### src/rtl/cra_pkg.sv
// shared constants, types and helpers for the charged row address cache
`default_nettype none

package cra_pkg;

  localparam int unsigned WAYS          = 4;
  localparam int unsigned NUM_SETS      = 16;
  localparam int unsigned ROW_BITS      = 17;
  localparam int unsigned SUBARRAY_BITS = 6;

  localparam int unsigned CAPACITY = NUM_SETS * WAYS;
  localparam int unsigned TAG_W    = ROW_BITS + SUBARRAY_BITS;
  localparam int unsigned SA_W     = (SUBARRAY_BITS > 0) ? SUBARRAY_BITS : 1;
  localparam int unsigned SET_W    = (NUM_SETS > 1) ? $clog2(NUM_SETS) : 1;
  localparam int unsigned WAY_W    = (WAYS > 1) ? $clog2(WAYS) : 1;
  localparam int unsigned AGE_W    = WAY_W;
  localparam int unsigned FUNC_W   = 2;

  localparam logic [AGE_W-1:0] AGE_MAX = AGE_W'(WAYS - 1);

  // set index: a mask for a power-of-two set count, else a reciprocal multiply
  localparam bit SETS_POW2 = ((NUM_SETS & (NUM_SETS - 1)) == 0);
  localparam int unsigned RECIP_SHIFT = TAG_W + SET_W;
  localparam int unsigned RECIP_W     = TAG_W + 1;
  localparam int unsigned PROD_W      = TAG_W + RECIP_W;
  localparam logic [RECIP_W-1:0] RECIP =
    RECIP_W'(((64'd1 << RECIP_SHIFT) + 64'(NUM_SETS) - 64'd1) / 64'(NUM_SETS));
  localparam logic [SET_W-1:0] SETS_LOW = SET_W'(NUM_SETS);
  localparam logic [TAG_W-1:0] SET_MASK = TAG_W'(NUM_SETS - 1);
  localparam logic [TAG_W-1:0] SA_MASK  = TAG_W'((64'd1 << SUBARRAY_BITS) - 64'd1);

  localparam logic [FUNC_W-1:0] FUNC_LOOKUP = 2'd0;
  localparam logic [FUNC_W-1:0] FUNC_UPDATE = 2'd1;
  localparam logic [FUNC_W-1:0] FUNC_INVAL  = 2'd2;

  typedef struct packed {
    logic [TAG_W-1:0] tag;
    logic [AGE_W-1:0] age;
  } way_entry_t;

  typedef way_entry_t [WAYS-1:0] set_row_t;

  typedef struct packed {
    logic             hit;
    logic             inserted;
    logic             evicted;
    logic             row_we;
    logic             fill_we;
    logic [WAY_W-1:0] fill_way;
    set_row_t         row;
  } way_result_t;

  typedef struct packed {
    logic             row_we;
    logic [SET_W-1:0] set;
    set_row_t         row;
    logic             fill_we;
    logic [WAY_W-1:0] fill_way;
    logic             clr_we;
    logic [SET_W-1:0] clr_set;
    logic [WAY_W-1:0] clr_way;
  } store_wr_t;

  function automatic logic [TAG_W-1:0] make_tag(logic [ROW_BITS-1:0] row,
                                                logic [SA_W-1:0] sa);
    logic [TAG_W-1:0] r;
    logic [TAG_W-1:0] s;
    r = TAG_W'(row) << SUBARRAY_BITS;
    s = TAG_W'(sa) & SA_MASK;
    return r | s;
  endfunction

endpackage

`default_nettype wire

### src/rtl/cra_set_store.sv
// row memory of tags and ages per set, plus the valid flags in flops
`default_nettype none

module cra_set_store (
  input  wire logic                      clk_i,
  input  wire logic                      rst_ni,
  input  wire logic                      rd_en_i,
  input  wire logic [cra_pkg::SET_W-1:0] rd_set_i,
  input  wire logic [cra_pkg::SET_W-1:0] cur_set_i,
  input  wire cra_pkg::store_wr_t        wr_i,
  output cra_pkg::set_row_t              rd_row_o,
  output logic [cra_pkg::WAYS-1:0]       valid_row_o
);

  cra_pkg::set_row_t         mem_q [cra_pkg::NUM_SETS];
  cra_pkg::set_row_t         rd_row_q;
  logic [cra_pkg::WAYS-1:0]  valid_q [cra_pkg::NUM_SETS];

  always_ff @(posedge clk_i) begin
    if (wr_i.row_we) begin
      mem_q[wr_i.set] <= wr_i.row;
    end
    if (rd_en_i) begin
      rd_row_q <= mem_q[rd_set_i];
    end
  end

  always_ff @(posedge clk_i or negedge rst_ni) begin
    if (!rst_ni) begin
      for (int s = 0; s < int'(cra_pkg::NUM_SETS); s++) begin
        valid_q[s] <= '0;
      end
    end else begin
      if (wr_i.fill_we) begin
        valid_q[wr_i.set][wr_i.fill_way] <= 1'b1;
      end
      if (wr_i.clr_we) begin
        valid_q[wr_i.clr_set][wr_i.clr_way] <= 1'b0;
      end
    end
  end

  assign rd_row_o    = rd_row_q;
  assign valid_row_o = valid_q[cur_set_i];

endmodule

`default_nettype wire

### src/rtl/cra_way_logic.sv
// tag match, victim choice and age update for one set row
`default_nettype none

module cra_way_logic (
  input  wire logic [cra_pkg::FUNC_W-1:0] func_i,
  input  wire logic [cra_pkg::TAG_W-1:0]  tag_i,
  input  wire cra_pkg::set_row_t          row_i,
  input  wire logic [cra_pkg::WAYS-1:0]   valid_i,
  output cra_pkg::way_result_t            res_o
);

  logic                      hit_any;
  logic [cra_pkg::WAY_W-1:0] hit_way;
  logic                      inv_any;
  logic [cra_pkg::WAY_W-1:0] inv_way;
  logic [cra_pkg::WAY_W-1:0] vic_way;
  logic [cra_pkg::AGE_W-1:0] min_age;
  logic [cra_pkg::WAY_W-1:0] new_way;

  always_comb begin
    hit_any = 1'b0;
    hit_way = '0;
    inv_any = 1'b0;
    inv_way = '0;
    vic_way = '0;
    min_age = row_i[0].age;
    for (int w = 0; w < int'(cra_pkg::WAYS); w++) begin
      if (!hit_any && valid_i[w] && (row_i[w].tag == tag_i)) begin
        hit_any = 1'b1;
        hit_way = cra_pkg::WAY_W'(w);
      end
      if (!inv_any && !valid_i[w]) begin
        inv_any = 1'b1;
        inv_way = cra_pkg::WAY_W'(w);
      end
    end
    // strict compare keeps the lowest way on a tie
    for (int w = 1; w < int'(cra_pkg::WAYS); w++) begin
      if (row_i[w].age < min_age) begin
        min_age = row_i[w].age;
        vic_way = cra_pkg::WAY_W'(w);
      end
    end
  end

  assign new_way = inv_any ? inv_way : vic_way;

  always_comb begin
    res_o     = '0;
    res_o.row = row_i;
    case (func_i)
      cra_pkg::FUNC_LOOKUP: begin
        if (hit_any) begin
          res_o.hit    = 1'b1;
          res_o.row_we = 1'b1;
          for (int w = 0; w < int'(cra_pkg::WAYS); w++) begin
            if (valid_i[w] && (row_i[w].age != '0)) begin
              res_o.row[w].age = row_i[w].age - cra_pkg::AGE_W'(1);
            end
          end
          res_o.row[hit_way].age = cra_pkg::AGE_MAX;
        end
      end
      cra_pkg::FUNC_UPDATE: begin
        if (!hit_any) begin
          res_o.inserted         = 1'b1;
          res_o.evicted          = !inv_any;
          res_o.row_we           = 1'b1;
          res_o.fill_we          = 1'b1;
          res_o.fill_way         = new_way;
          res_o.row[new_way].tag = tag_i;
          res_o.row[new_way].age = cra_pkg::AGE_MAX;
        end
      end
      default: begin
      end
    endcase
  end

endmodule

`default_nettype wire

### src/rtl/charged_row_address_cache.sv
// top level: request handshake, set indexing, invalidate pointer and result register
//
//  channel  | direction | signals                                        | fires on
//  ---------+-----------+------------------------------------------------+--------------------
//  request  | in        | func_i, row_address_i, subarray_index_i        | in_valid & in_ready
//  result   | out       | hit_o, inserted_o, evicted_o                   | out_valid & out_ready
//
//  a request with a power-of-two set count passes a row read, then a modify and
//  write-back step; otherwise a step for the set index product comes first;
//  the steps follow from the single read/modify/write pass over the set row memory.
//  reset clears the valid flags and the invalidate pointer at once, no clearing pass.
//  a result waits in the output register; the write-back step holds while it is untaken.
`default_nettype none

module charged_row_address_cache (
  input  wire logic                         clk_i,
  input  wire logic                         rst_ni,
  input  wire logic                         in_valid_i,
  output logic                              in_ready_o,
  input  wire logic [cra_pkg::FUNC_W-1:0]   func_i,
  input  wire logic [cra_pkg::ROW_BITS-1:0] row_address_i,
  input  wire logic [cra_pkg::SA_W-1:0]     subarray_index_i,
  output logic                              out_valid_o,
  input  wire logic                         out_ready_i,
  output logic                              hit_o,
  output logic                              inserted_o,
  output logic                              evicted_o
);

  localparam logic [1:0] ST_IDLE   = 2'd0;
  localparam logic [1:0] ST_DIV    = 2'd1;
  localparam logic [1:0] ST_ACCESS = 2'd2;

  logic [1:0]                  state_q, state_d;
  logic [cra_pkg::FUNC_W-1:0]  func_q;
  logic [cra_pkg::TAG_W-1:0]   tag_q;
  logic [cra_pkg::TAG_W-1:0]   tag_in;
  logic [cra_pkg::SET_W-1:0]   set_q;
  logic [cra_pkg::SET_W-1:0]   set_idx;
  logic                        set_ready;
  logic [cra_pkg::SET_W-1:0]   inv_set_q, inv_set_d;
  logic [cra_pkg::WAY_W-1:0]   inv_way_q, inv_way_d;
  logic                        out_valid_q, hit_q, inserted_q, evicted_q;
  logic                        in_fire, out_free, commit;

  cra_pkg::set_row_t           rd_row;
  logic [cra_pkg::WAYS-1:0]    valid_row;
  cra_pkg::way_result_t        res;
  cra_pkg::store_wr_t          wr;

  assign in_ready_o = (state_q == ST_IDLE);
  assign in_fire    = in_valid_i && in_ready_o;
  assign out_free   = !out_valid_q || out_ready_i;
  assign commit     = (state_q == ST_ACCESS) && out_free;
  assign tag_in     = cra_pkg::make_tag(row_address_i, subarray_index_i);

  if (cra_pkg::SETS_POW2) begin : g_mask
    assign set_ready = in_fire;
    assign set_idx   = cra_pkg::SET_W'(tag_in & cra_pkg::SET_MASK);
  end else begin : g_recip
    logic [cra_pkg::PROD_W-1:0] prod_q;
    logic [cra_pkg::SET_W-1:0]  q_lo;
    logic [cra_pkg::SET_W-1:0]  qn;

    always_ff @(posedge clk_i) begin
      if (in_fire) begin
        prod_q <= cra_pkg::PROD_W'(tag_in) * cra_pkg::PROD_W'(cra_pkg::RECIP);
      end
    end

    // only the low bits of quotient times set count matter, the remainder is below it
    assign q_lo      = prod_q[cra_pkg::RECIP_SHIFT +: cra_pkg::SET_W];
    assign qn        = q_lo * cra_pkg::SETS_LOW;
    assign set_ready = (state_q == ST_DIV);
    assign set_idx   = tag_q[cra_pkg::SET_W-1:0] - qn;
  end

  always_comb begin
    state_d = state_q;
    case (state_q)
      ST_IDLE: begin
        if (in_fire) begin
          state_d = cra_pkg::SETS_POW2 ? ST_ACCESS : ST_DIV;
        end
      end
      ST_DIV: begin
        state_d = ST_ACCESS;
      end
      ST_ACCESS: begin
        if (out_free) begin
          state_d = ST_IDLE;
        end
      end
      default: begin
        state_d = ST_IDLE;
      end
    endcase
  end

  // round-robin invalidate pointer kept as set and way
  always_comb begin
    inv_set_d = inv_set_q;
    inv_way_d = inv_way_q;
    if (commit && (func_q == cra_pkg::FUNC_INVAL)) begin
      if (inv_way_q == cra_pkg::WAY_W'(cra_pkg::WAYS - 1)) begin
        inv_way_d = '0;
        if (inv_set_q == cra_pkg::SET_W'(cra_pkg::NUM_SETS - 1)) begin
          inv_set_d = '0;
        end else begin
          inv_set_d = inv_set_q + cra_pkg::SET_W'(1);
        end
      end else begin
        inv_way_d = inv_way_q + cra_pkg::WAY_W'(1);
      end
    end
  end

  always_ff @(posedge clk_i or negedge rst_ni) begin
    if (!rst_ni) begin
      state_q     <= ST_IDLE;
      inv_set_q   <= '0;
      inv_way_q   <= '0;
      out_valid_q <= 1'b0;
    end else begin
      state_q   <= state_d;
      inv_set_q <= inv_set_d;
      inv_way_q <= inv_way_d;
      if (commit) begin
        out_valid_q <= 1'b1;
      end else if (out_ready_i) begin
        out_valid_q <= 1'b0;
      end
    end
  end

  always_ff @(posedge clk_i) begin
    if (in_fire) begin
      func_q <= func_i;
      tag_q  <= tag_in;
    end
    if (set_ready) begin
      set_q <= set_idx;
    end
    if (commit) begin
      hit_q      <= res.hit;
      inserted_q <= res.inserted;
      evicted_q  <= res.evicted;
    end
  end

  always_comb begin
    wr          = '0;
    wr.set      = set_q;
    wr.row      = res.row;
    wr.fill_way = res.fill_way;
    wr.clr_set  = inv_set_q;
    wr.clr_way  = inv_way_q;
    wr.row_we   = commit && res.row_we;
    wr.fill_we  = commit && res.fill_we;
    wr.clr_we   = commit && (func_q == cra_pkg::FUNC_INVAL);
  end

  cra_set_store u_store (
    .clk_i       (clk_i),
    .rst_ni      (rst_ni),
    .rd_en_i     (set_ready),
    .rd_set_i    (set_idx),
    .cur_set_i   (set_q),
    .wr_i        (wr),
    .rd_row_o    (rd_row),
    .valid_row_o (valid_row)
  );

  cra_way_logic u_ways (
    .func_i  (func_q),
    .tag_i   (tag_q),
    .row_i   (rd_row),
    .valid_i (valid_row),
    .res_o   (res)
  );

  assign out_valid_o = out_valid_q;
  assign hit_o       = hit_q;
  assign inserted_o  = inserted_q;
  assign evicted_o   = evicted_q;

  a_one_in_flight: assert property (@(posedge clk_i) disable iff (!rst_ni)
    in_fire |=> !in_ready_o)
    else $error("request accepted while another is in flight");

  a_result_from_access: assert property (@(posedge clk_i) disable iff (!rst_ni)
    $rose(out_valid_o) |-> $past(state_q) == ST_ACCESS)
    else $error("result raised outside the write-back step");

  a_evict_needs_insert: assert property (@(posedge clk_i) disable iff (!rst_ni)
    (out_valid_o && evicted_o) |-> inserted_o)
    else $error("eviction flagged without an insert");

  a_hit_not_insert: assert property (@(posedge clk_i) disable iff (!rst_ni)
    out_valid_o |-> !(hit_o && inserted_o))
    else $error("hit and insert flagged together");

  a_no_write_when_stalled: assert property (@(posedge clk_i) disable iff (!rst_ni)
    (state_q == ST_ACCESS && out_valid_o && !out_ready_i) |-> !(wr.row_we || wr.clr_we))
    else $error("set written while the previous result is untaken");

endmodule

`default_nettype wire
### config.mk
export PLATFORM = sky130hd
export DESIGN_NAME = charged_row_address_cache
export DESIGN_NICKNAME = d
export VERILOG_FILES = /design/src/rtl/cra_pkg.sv /design/src/rtl/cra_set_store.sv /design/src/rtl/cra_way_logic.sv /design/src/rtl/charged_row_address_cache.sv
export SDC_FILE = /design/constraint.sdc
export NUM_CORES = 1
export LEC_CHECK = 0
export BUFFER_PORTS_ARGS = -buffer_cell sky130_fd_sc_hd__buf_4
export CORE_MARGIN = 1.5
export CORE_UTILIZATION = 60
export CTS_BUF_LIST = sky130_fd_sc_hd__clkbuf_16
export CTS_CLUSTER_SIZE = 8
export DETAILED_ROUTE_END_ITERATION = 8
export GPL_ROUTABILITY_DRIVEN = 0
export GPL_TIMING_DRIVEN = 0
export PLACE_DENSITY = 0.76
export SETUP_SLACK_MARGIN = 0.15
export SYNTH_ARGS = -nofsm -noshare
export SYNTH_HDL_FRONTEND = slang
export SYNTH_SLANG_ARGS = --single-unit
### constraint.sdc
create_clock -name clk_i -period 31.3 [get_ports clk_i]
set_input_delay 0 -clock clk_i [delete_from_list [all_inputs] [get_ports clk_i]]
set_output_delay 0 -clock clk_i [all_outputs]
set_load 0.01 [all_outputs]
# [Word-level counts from Yosys, hierarchy flattened]
# Memories as Yosys holds them, arrays and structs flattened. A register that Yosys moved wholly into a read port is not among the register bits.
# Cells that the tools add are included.
# W data, S select, Z words.
[classes] addsub=6 order_cmp=15 n_eq_ne=12 mux=69 bitwise_logic=7 reduce_logical=46
[ops] cell="$bwmux W100" n=3
[ops] cell="$pmux W100 S2" n=1
[ops] cell="$demux W25 S2" n=3
[ops] cell="$mux W64" n=2
[ops] cell="$mux W106" n=1
[ops] cell="$mux W100" n=1
[ops] cell="$eq A23 B23 Y1" n=4
[ops] cell="$and A64 B64 Y64" n=1
[ops] cell="$not A64 Y64" n=1
[ops] cell="$or A64 B64 Y64" n=1
[ops] cell="$mux W2" n=26
[ops] cell="$demux W4 S4" n=2
[ops] cell="$logic_and A1 B1 Y1" n=25
[ops] cell="$mux W25" n=1
[ops] cell="$or A23 B6 Y23" n=1
[ops] cell="$mux W4" n=5
[ops] cell="$mux W1" n=18
[ops] cell="$bmux W4 S4" n=1
[ops] cell="$lt A2 B3 Y1 const B" n=4
[ops] cell="$ge A5 B5 Y1 const B" n=2
[ops] cell="$logic_not A1 Y1" n=10
[ops] cell="$lt A5 B1 Y1 const B" n=2
[ops] cell="$not A4 Y5" n=2
[ops] cell="$reduce_bool A2 Y1" n=5
[ops] cell="19 further kinds" n=33
[word_totals] reg_bits=105 ram_bits=1600 output_inout_bits=5 elab_cells=182 n_memories=1
[mem_list] name="u_store.mem_q" words=16 word_bits=100 read_ports=1 rd_clocked_by_memory_dff=1 write_ports=1 line_no="cra_set_store.sv:15" text="cra_pkg::set_row_t mem_q [cra_pkg::NUM_SETS];"

# [Logic depth before layout (Yosys ltp)]
# Gate-level depths: netlist of the first run.
[depth] word_depth=32 ltp_mapped=13

# [Cells and area by module]
# Synthesis of the first run repeated with hierarchy kept, for this count alone.
[unflattened] cells_unflattened=3269 area_unflattened_um2=70284.9
[modules_own_cells] module="cra_set_store" instances=1 cells_each=2849 area_per_inst_um2=65898.2 seq_area_each_um2=52650.5
[modules_own_cells] module="cra_way_logic" instances=1 cells_each=353 area_per_inst_um2=3109.2 seq_area_each_um2=0.0
[modules_own_cells] module="charged_row_address_cache" instances=1 cells_each=67 area_per_inst_um2=1277.5 seq_area_each_um2=1041.0

# [Worst setup path after synthesis of the first run]
# Ideal clock, no wire load.
[synth_path] path_type="flip-flop to flip-flop" startpoint="register tag_q[0] in the netlist's numbering" endpoint="memory u_store.mem_q[1][0] in the netlist's numbering, enable pin" arrival_time_ns=11.973 required_ns=30.496 setup_slack_ns=18.522 path_stages_with_launch=13 n_path_buf=5 cell_sequence="edfxtp_1 > buf_6 > mux4_2 > nand2_1 > and4_4 > buf_6 > or4_4 > buf_6 > nand4_1 > buf_2 > xnor2_1 > buf_2 > nor4_1"
[synth_between] elab_chain_cells=20
[synth_lines] item="start, declared" line_no="charged_row_address_cache.sv:36" text="logic [cra_pkg::TAG_W-1:0] tag_q;"
[synth_lines] item="start signal, assigned" line_no="charged_row_address_cache.sv:139" text="tag_q <= tag_in;"
[synth_lines] item="$eq A23 B23 Y1" line_no="cra_way_logic.sv:28" text="if (!hit_any && valid_i[w] && (row_i[w].tag == tag_i)) begin"
[synth_lines] item="$logic_and A1 B1 Y1" line_no="cra_way_logic.sv:28"
[synth_lines] item="$mux W1" line_no="cra_way_logic.sv:28"
[synth_lines] item="$logic_not A1 Y1" line_no="cra_way_logic.sv:28"
[synth_lines] item="$logic_and A1 B1 Y1 (2 in series)" line_no="cra_way_logic.sv:28"
[synth_lines] item="$mux W1" line_no="cra_way_logic.sv:28"
[synth_lines] item="$logic_not A1 Y1" line_no="cra_way_logic.sv:28"
[synth_lines] item="$logic_and A1 B1 Y1 (2 in series)" line_no="cra_way_logic.sv:28"
[synth_lines] item="$mux W1" line_no="cra_way_logic.sv:28"
[synth_lines] item="$logic_not A1 Y1" line_no="cra_way_logic.sv:28"
[synth_lines] item="$logic_and A1 B1 Y1 (2 in series)" line_no="cra_way_logic.sv:28"
[synth_lines] item="$mux W1 *" line_no="cra_way_logic.sv:28"
[synth_lines] item="$mux W106 / $mux W1 (equally long branches)" line_no="cra_way_logic.sv:65, cra_way_logic.sv:53"
[synth_lines] item="$pmux W1 S2 *" line_no="cra_way_logic.sv:51" text="case (func_i)"
[synth_lines] item="$logic_and A1 B1 Y1 *" line_no="charged_row_address_cache.sv:158" text="wr.row_we = commit && res.row_we;"
[synth_lines] item="$mux W1 *" line_no="cra_set_store.sv:20" text="if (wr_i.row_we) begin"
[synth_lines] item="$mux W1 (implied by the code) *" line_no="cra_set_store.sv:21" text="mem_q[wr_i.set] <= wr_i.row;"
[synth_lines] item="end, declared" line_no="cra_set_store.sv:15"
# Every way passes the cells marked *; elsewhere a longest branch is shown, timed or not.

# [Worst setup path in the final report of the first run]
[layout_path] startpoint="register tag_q[3] in the netlist's numbering" endpoint="memory u_store.mem_q[6][92] in the netlist's numbering, enable pin"
# Same word-level chain as after synthesis.

==> flow_summary_export.csv, run 1 <==
group,metric,value,unit
yosys,synth_top_area_share,73.6,%
placed_design,place_ws,23.78,ns
clocking,cts.reportedPaths.clkPinSlew,0.05,ns
critical_path,worst-setup-path-type,"flip-flop to flip-flop",
yosys,synth_enable_flop_cells,1728,
yosys,synthesis.area_per_instance,22.7,um2
timing,finalHoldViolations,0,
clocking,cts.path.max_buffers,4,
timing,setup_viol,0,
grt,grt_max_degree,73,
die,rows,125,
yosys,synth.area.top_cells,"sky130_fd_sc_hd__edfxtp_1, sky130_fd_sc_hd__mux4_2, sky130_fd_sc_hd__dfrtp_1",
power,cellPowerDensity,72.8,nW/um2
placed_design,placement.io_buffers,33,
route,detail_route.vias_per_cell,7.25,
timing,fmax,126,MHz
critical_path,setup.worst_path.start_class,"flip-flop",
yosys,async_flop_share,4.00,%
timing,final.min_clock_period,7.92,ns
clocking,post_cts_resize_count,0,
timing,maxSlewViolCount,10,
power,p_leak,0.0276,uW
die,floorplan.initialDensity,60.6,%
timing,finalSetupTns,0,ns
route,dr.first_iter.drc_count,6792,
die,design.portCount,34,
cells_and_area,design.final.nets,3859,
clocking,cts.hold.buffers_added,57,
status,failed_checks,"design-rule violations, max-capacitance violations, max-slew violations",
grt,gr-total-overflow,0,
clocking,ctsHtreeMaxLevel,5,
route,post-route-drc-count,1,
placed_design,detailed_place_hpwl,125000,um
timing,worstMarginPinSlew,1.50,ns
status,outcome,"finished with violations",
power,post-layout-total-power,6070,uW
critical_path,worst_path_required,31.87,ns
route,overall_via_count_from_detail_route,38937,
timing,rsz_0062_raised_after_global_routing,"false",
die,fp.dieW,346,um
grt,grt_first_pass_wirelength,289000,um
yosys,synth_cell_types,64,
yosys,synth_top_flop_cell,"sky130_fd_sc_hd__edfxtp_1",
timing,final.setup_skew,0.0932,ns
timing,final.period_utilization,25.3,%
cells_and_area,layout.cells.most_common,"sky130_fd_sc_hd__edfxtp_1",
yosys,synth.net_count,3150,
route,drtAntennaViolNets,0,
worst_hold_path,worst_hold_path_type,"primary input to flip-flop",
grt,first_global_vias,40442,
critical_path,worst_setup_path_end_kind,"flip-flop",
route,routed_wirelength,204000,um
grt,antenna_found_initial,8,
die,chipHeight,346,um
timing,timing.max_slew.rel_slack,-0.104,%
timing,post-route-worst-setup-slack,23.38,ns
yosys,ys_warn_count,0,
route,detailedRoute.firstPassIterationCount,7,
yosys,syn_inst,3104,
cells_and_area,fraction_of_final_layout_cells_sized_beyond_drive_strength_1,34.1,%
yosys,synth_area,70500,um2
critical_path,critical_path_peak_fanout,10,
cells_and_area,final.fill_count,6261,
clocking,ctsRootBufferMaster,"sky130_fd_sc_hd__clkbuf_16",
die,die-area,120000,um2
clocking,clkLatencyLatePin,0.90,ns
clocking,tritoncts,"built",
critical_path,timing.critical_path.arrival,8.49,ns
route,wire_per_inst,38.1,um
cells_and_area,most-common-layout-cells,"sky130_fd_sc_hd__edfxtp_1, sky130_fd_sc_hd__mux4_2, sky130_fd_sc_hd__buf_4, sky130_fd_sc_hd__clkbuf_16, sky130_fd_sc_hd__clkbuf_1",
yosys,postSynthRegisterBits,1800,
power,power.ir.vdd_worst,63.2,uV
yosys,sequential_fraction_of_the_synthesis_area,76.2,%
yosys,synth_area_leader_cell,"sky130_fd_sc_hd__edfxtp_1",
cells_and_area,area_delta_synth_final,18.3,%
grt,grt_usage,34.8,%
clocking,cts_buffers,275,
die,core_area,116000,um2
clocking,clock_sinks,1800,
flow_run,cap_viol_max_count,1,
clocking,cts_setup_buffers,0,
==> cell usage after synthesis (5+ instances only) <==
cell type,number
sky130_fd_sc_hd__o21ai_0,13
sky130_fd_sc_hd__mux2_1,15
sky130_fd_sc_hd__a22o_1,28
sky130_fd_sc_hd__mux4_2,515
sky130_fd_sc_hd__buf_2,14
sky130_fd_sc_hd__inv_1,18
sky130_fd_sc_hd__and3_1,8
sky130_fd_sc_hd__a21o_1,6
sky130_fd_sc_hd__xor2_1,47
sky130_fd_sc_hd__a21oi_1,9
sky130_fd_sc_hd__or3_1,8
sky130_fd_sc_hd__edfxtp_1,1728
sky130_fd_sc_hd__nor2b_1,8
sky130_fd_sc_hd__buf_1,31
sky130_fd_sc_hd__dfrtp_1,72
sky130_fd_sc_hd__ha_1,17
sky130_fd_sc_hd__nand3_1,46
sky130_fd_sc_hd__clkbuf_1,138
sky130_fd_sc_hd__nor3_1,10
sky130_fd_sc_hd__and2_1,6
sky130_fd_sc_hd__a31oi_1,16
sky130_fd_sc_hd__nand2b_1,8
sky130_fd_sc_hd__buf_6,5
sky130_fd_sc_hd__o31ai_1,23
sky130_fd_sc_hd__nor4_1,31
sky130_fd_sc_hd__xnor2_1,48
sky130_fd_sc_hd__nand2_1,57
sky130_fd_sc_hd__nand4_1,16
sky130_fd_sc_hd__mux2_2,79
sky130_fd_sc_hd__nor2_1,35
==> cell type report <==
class / instances / area (um2) / share of cell area, %
repair buffers: 432 / 3650 / 4.37
inverters: 18 / 67.6 / 0.0810
clock buffers: 281 / 7030 / 8.43
flip-flops and latches: 1800 / 53700 / 64.4
multi-input cells: 1097 / 16100 / 19.3
plain buffers: 189 / 768 / 0.921
clock inverters: 26 / 193 / 0.231
diodes: 3 / 7.51 / 0.00900
well taps: 1524 / 1910 / 2.29
==> metal layers <==
metal	part of all wire, %	vias to the layer above	track usage (%)
met4	6.0	6	18.9
met1	33	20057	43.7
met2	49	3662	56.2
met5	0.019	-	0
li1	-	14479	-
met3	12	733	8.68
==> state kept, by name (all words and copies together) (netlist names) <==
| signal | cells |
|---|---|
| func_q | 2 |
| hit_o | 1 |
| out_valid_o | 1 |
| u_store.rd_row_o | 100 |
| inserted_o | 1 |
| state_q | 1 |
| u_store.valid_q | 64 |
| inv_set_q | 4 |
| evicted_o | 1 |
| tag_q | 23 |
| u_store.mem_q | 1600 |
| inv_way_q | 2 |
==> final timing paths <==
path / slack [ns] / cells past startpoint / to / startpoint
worst min register to register: 0.48 / 2 / u_store.valid_q[6] / u_store.valid_q[6]
worst min-delay path: 0.04 / 4 / out_valid_o / out_ready_i
worst max register to register: 23.38 / 19 / u_store.mem_q[6][92] / tag_q[3]
min in group asynchronous: 0.24 / 4 / u_store.valid_q[8] / rst_ni
max in group asynchronous: 30.75 / 4 / u_store.valid_q[36] / rst_ni
worst max-delay path: 23.38 / 19 / u_store.mem_q[6][92] / tag_q[3]
==> kinds of logic after synthesis <==
| kind of cell | synth area share (%) |
|---|---|
| and+or+nand+nor | 1.92 |
| AOI/OAI and AO/OA | 1.27 |
| DFF | 76.2 |
| buffers and inverters | 1.19 |
| adders and majority gates | 0.302 |
| muxes | 18.0 |
| xor gates and xnor gates | 1.18 |
==> power breakdown <==
group	leakage [uW]	internal, uW	switching (uW)
combinational	0.00742	188	435
clock	0.00361	1570	981
sequential	0.0166	2850	45.6
==> stage by stage <==
stage               hold WS [ns]  util [%]  cells  instance area [um2]
finish                    0.0447      71.7   5370                83400
global route              0.0567      71.7   5367                83400
CTS                       0.0158      71.7   5366                83400
detailed placement         0.180      64.9   5002                75600
global placement           0.153      62.4   4661                72700
floorplan                 -0.296         -   3104                70500
==> critical path, cell delays in order, from the launching register on <==
cell and delay, ns:
sky130_fd_sc_hd__edfxtp_1 0.33, sky130_fd_sc_hd__clkbuf_1 0.86, sky130_fd_sc_hd__clkbuf_1 0.98, sky130_fd_sc_hd__xnor2_1 0.30
sky130_fd_sc_hd__nand4_1 0.15, sky130_fd_sc_hd__nor4_1 0.87, sky130_fd_sc_hd__nand4_2 0.46, sky130_fd_sc_hd__nand4_1 0.24
sky130_fd_sc_hd__buf_2 0.28, sky130_fd_sc_hd__xnor2_1 0.30, sky130_fd_sc_hd__buf_2 0.33, sky130_fd_sc_hd__nor4_2 0.82
sky130_fd_sc_hd__buf_4 0.33, sky130_fd_sc_hd__buf_6 0.18, sky130_fd_sc_hd__buf_6 0.16, sky130_fd_sc_hd__buf_4 0.18
sky130_fd_sc_hd__buf_4 0.20, sky130_fd_sc_hd__buf_4 0.20, sky130_fd_sc_hd__buf_4 0.20, sky130_fd_sc_hd__buf_4 0.20
(Power assumes the default switching activity.)
==> run 2: changes to the inputs <==
==> constraint.sdc (replaced) <==
create_clock -name clk_i -period 7.75 [get_ports clk_i]
set_input_delay 0 -clock clk_i [delete_from_list [all_inputs] [get_ports clk_i]]
set_output_delay 0 -clock clk_i [all_outputs]
set_load 0.01 [all_outputs]
==> flow_summary_export.csv, run 2 (synthesis gave the netlist of run 1 again) <==
group,metric,value,unit
timing,fmax,132,MHz
grt,antenna_found_initial,6,
flow_run,cap_viol_max_count,1,
route,detailedRoute.firstPassIterationCount,6,
worst_hold_path,hold_depth,4,
grt,first_global_vias,39407,
cells_and_area,fraction_of_final_layout_cells_sized_beyond_drive_strength_1,31.6,%
power,post-layout-total-power,24500,uW
critical_path,timing.critical_path.arrival,8.16,ns
power,cellPowerDensity,294,nW/um2
die,chipHeight,346,um
cells_and_area,finish.instance_area,83200,um2
critical_path,worst_setup_path_end_kind,"flip-flop",
timing,maxSlewViolCount,11,
cells_and_area,area_delta_synth_final,18.0,%
timing,final.period_utilization,98.0,%
cells_and_area,design.final.nets,3716,
cells_and_area,largest_register,"u_store.mem_q",
grt,gr-total-overflow,0,
timing,timing.max_slew.rel_slack,-2.92,%
placed_design,placed_cells,4861,
critical_path,regToRegEndpoint,"u_store.mem_q[2][45]",
clocking,cts_setup_buffers,0,
cells_and_area,largest_register_ff_count,1600,
power,p_leak,0.0270,uW
worst_hold_path,hold-path-endpoint,"out_valid_o",
critical_path,r2r_cells,17,
route,overall_via_count_from_detail_route,38164,
grt,grt_usage,34.3,%
clocking,tritoncts,"built",
clocking,clkLatencyLatePin,0.89,ns
cells_and_area,final_util,71.5,%
die,rows,125,
die,design.portCount,34,
timing,worstMarginPinSlew,1.54,ns
route,detail_route.vias_per_cell,7.31,
timing,final.setup_skew,0.0605,ns
critical_path,critical_path_peak_fanout,10,
cells_and_area,layout.cells.most_common,"sky130_fd_sc_hd__edfxtp_1",
cells_and_area,most-common-layout-cells,"sky130_fd_sc_hd__edfxtp_1, sky130_fd_sc_hd__mux4_2, sky130_fd_sc_hd__clkbuf_16, sky130_fd_sc_hd__buf_6, sky130_fd_sc_hd__clkbuf_1",
die,fp.dieW,346,um
placed_design,detailed_place_hpwl,121000,um
clocking,ctsHtreeMaxLevel,5,
die,core_area,116000,um2
clocking,cts.path.max_buffers,4,
die,floorplan.initialDensity,60.6,%
critical_path,regToRegSetupSlack,0.16,ns
route,wire_per_inst,38.7,um
placed_design,place_area,75400,um2
critical_path,worst-setup-path-type,"flip-flop to flip-flop",
clocking,cts.reportedPaths.clkPinSlew,0.05,ns
critical_path,setup.worst_path.start_class,"flip-flop",
cells_and_area,layout.cells.non_filler,5218,
placed_design,placement.io_buffers,33,
grt,grt_max_degree,73,
route,dr.first_iter.drc_count,6615,
status,outcome,"finished with violations",
power,power.ir.vdd_worst,311,uV
critical_path,rr_startpoint,"tag_q[20]",
timing,finalSetupTns,0,ns
route,post-route-drc-count,0,
clocking,cts_buffers,274,
timing,finalHoldViolations,0,
route,drtAntennaViolNets,0,
cells_and_area,final.fill_count,6331,
worst_hold_path,worst_hold_path_type,"primary input to flip-flop",
worst_hold_path,min_from,"out_ready_i",
clocking,ctsRootBufferMaster,"sky130_fd_sc_hd__clkbuf_16",
status,failed_checks,"max-capacitance violations, max-slew violations",
clocking,clock_sinks,1800,
timing,setup_viol,0,
die,die-area,120000,um2
critical_path,worst_path_required,8.32,ns
grt,grt_first_pass_wirelength,286000,um
route,routed_wirelength,202000,um
timing,final.min_clock_period,7.59,ns
timing,rsz_0062_raised_after_global_routing,"false",
-- run 2: cell types whose count changed in the layout (fill, tap and decap cells not counted), moves of 4 or more --
cell / previous run / this run
sky130_fd_sc_hd__buf_4: 327 / 34
sky130_fd_sc_hd__buf_6: 47 / 145
sky130_fd_sc_hd__buf_8: 0 / 53
sky130_fd_sc_hd__clkinv_8: 6 / 2
sky130_fd_sc_hd__inv_1: 34 / 28
sky130_fd_sc_hd__nor4_2: 18 / 4
sky130_fd_sc_hd__nor4_4: 0 / 16
-- run 2: area by class of cell --
class / count / area (um2) / share of cell area, %
antenna: 3 / 7.51 / 0.00902
buffer: 189 / 781 / 0.938
clock buffer: 283 / 7080 / 8.51
multi-input combinational: 1097 / 16200 / 19.5
timing repair buffer: 290 / 3330 / 4.01
tap: 1524 / 1910 / 2.29
clock inverter: 14 / 87.6 / 0.105
inverter: 18 / 67.6 / 0.0812
sequential: 1800 / 53700 / 64.5
-- run 2: how the worst max path moves through the flow --
stage | from | end | cells after the start | slack (ns)
2_1_floorplan | tag_q[0] | u_store.mem_q[11][0] | 12 | -0.99
3_3_place_gp | tag_q[20] | u_store.mem_q[5][47] | 11 | -10.61
3_5_place_dp | tag_q[20] | u_store.mem_q[2][45] | 17 | 0.37
4_1_cts | tag_q[20] | u_store.mem_q[2][64] | 17 | 0.23
5_1_grt | tag_q[20] | u_store.mem_q[2][68] | 17 | 0.16
6_report | tag_q[20] | u_store.mem_q[2][45] | 17 | 0.16
-- run 2: repair_timing --
item                       in CTS  in global routing
gates resized for setup         0                  6
hold buffers                   57                  0
setup endpoints to repair       0                 24
hold endpoints to repair      144                  0
-- run 2: power breakdown --
| part | switching, uW | internal (uW) | leakage [uW] |
|---|---|---|---|
| Clock | 3920 | 6370 | 0.00356 |
| Sequential | 176 | 11500 | 0.0166 |
| Combinational | 1770 | 758 | 0.00687 |
-- run 2: through the flow --
stage | hold slack, ns | setup WS, ns
floorplan | -0.296 | -0.988
global placement | 0.153 | -10.61
detailed placement | 0.180 | 0.369
CTS | 0.0814 | 0.233
global route | 0.0876 | 0.156
finish | 0.0899 | 0.156
-- run 2: per-layer routing --
| layer | share of wire, % | GRT usage, % |
|---|---|---|
| met2 | 49 | 55.6 |
| met1 | 33 | 43.6 |
| met4 | 5.3 | 16.6 |
| met5 | 0.037 | 0 |
| met3 | 12 | 9.10 |
-- run 2: critical path, cell delays in order, from the launching register on --
cell and delay [ns]:
sky130_fd_sc_hd__edfxtp_1 0.37, sky130_fd_sc_hd__clkdlybuf4s15_1 0.78, sky130_fd_sc_hd__xor2_1 0.39, sky130_fd_sc_hd__nor4_1 1.16
sky130_fd_sc_hd__nand4_1 0.31, sky130_fd_sc_hd__or4_4 0.67, sky130_fd_sc_hd__buf_6 0.17, sky130_fd_sc_hd__nand4_1 0.11
sky130_fd_sc_hd__buf_2 0.28, sky130_fd_sc_hd__xnor2_1 0.39, sky130_fd_sc_hd__buf_2 0.43, sky130_fd_sc_hd__nor4_4 0.94
sky130_fd_sc_hd__buf_8 0.27, sky130_fd_sc_hd__buf_6 0.18, sky130_fd_sc_hd__buf_6 0.21, sky130_fd_sc_hd__buf_6 0.19
sky130_fd_sc_hd__buf_6 0.19, sky130_fd_sc_hd__buf_6 0.20
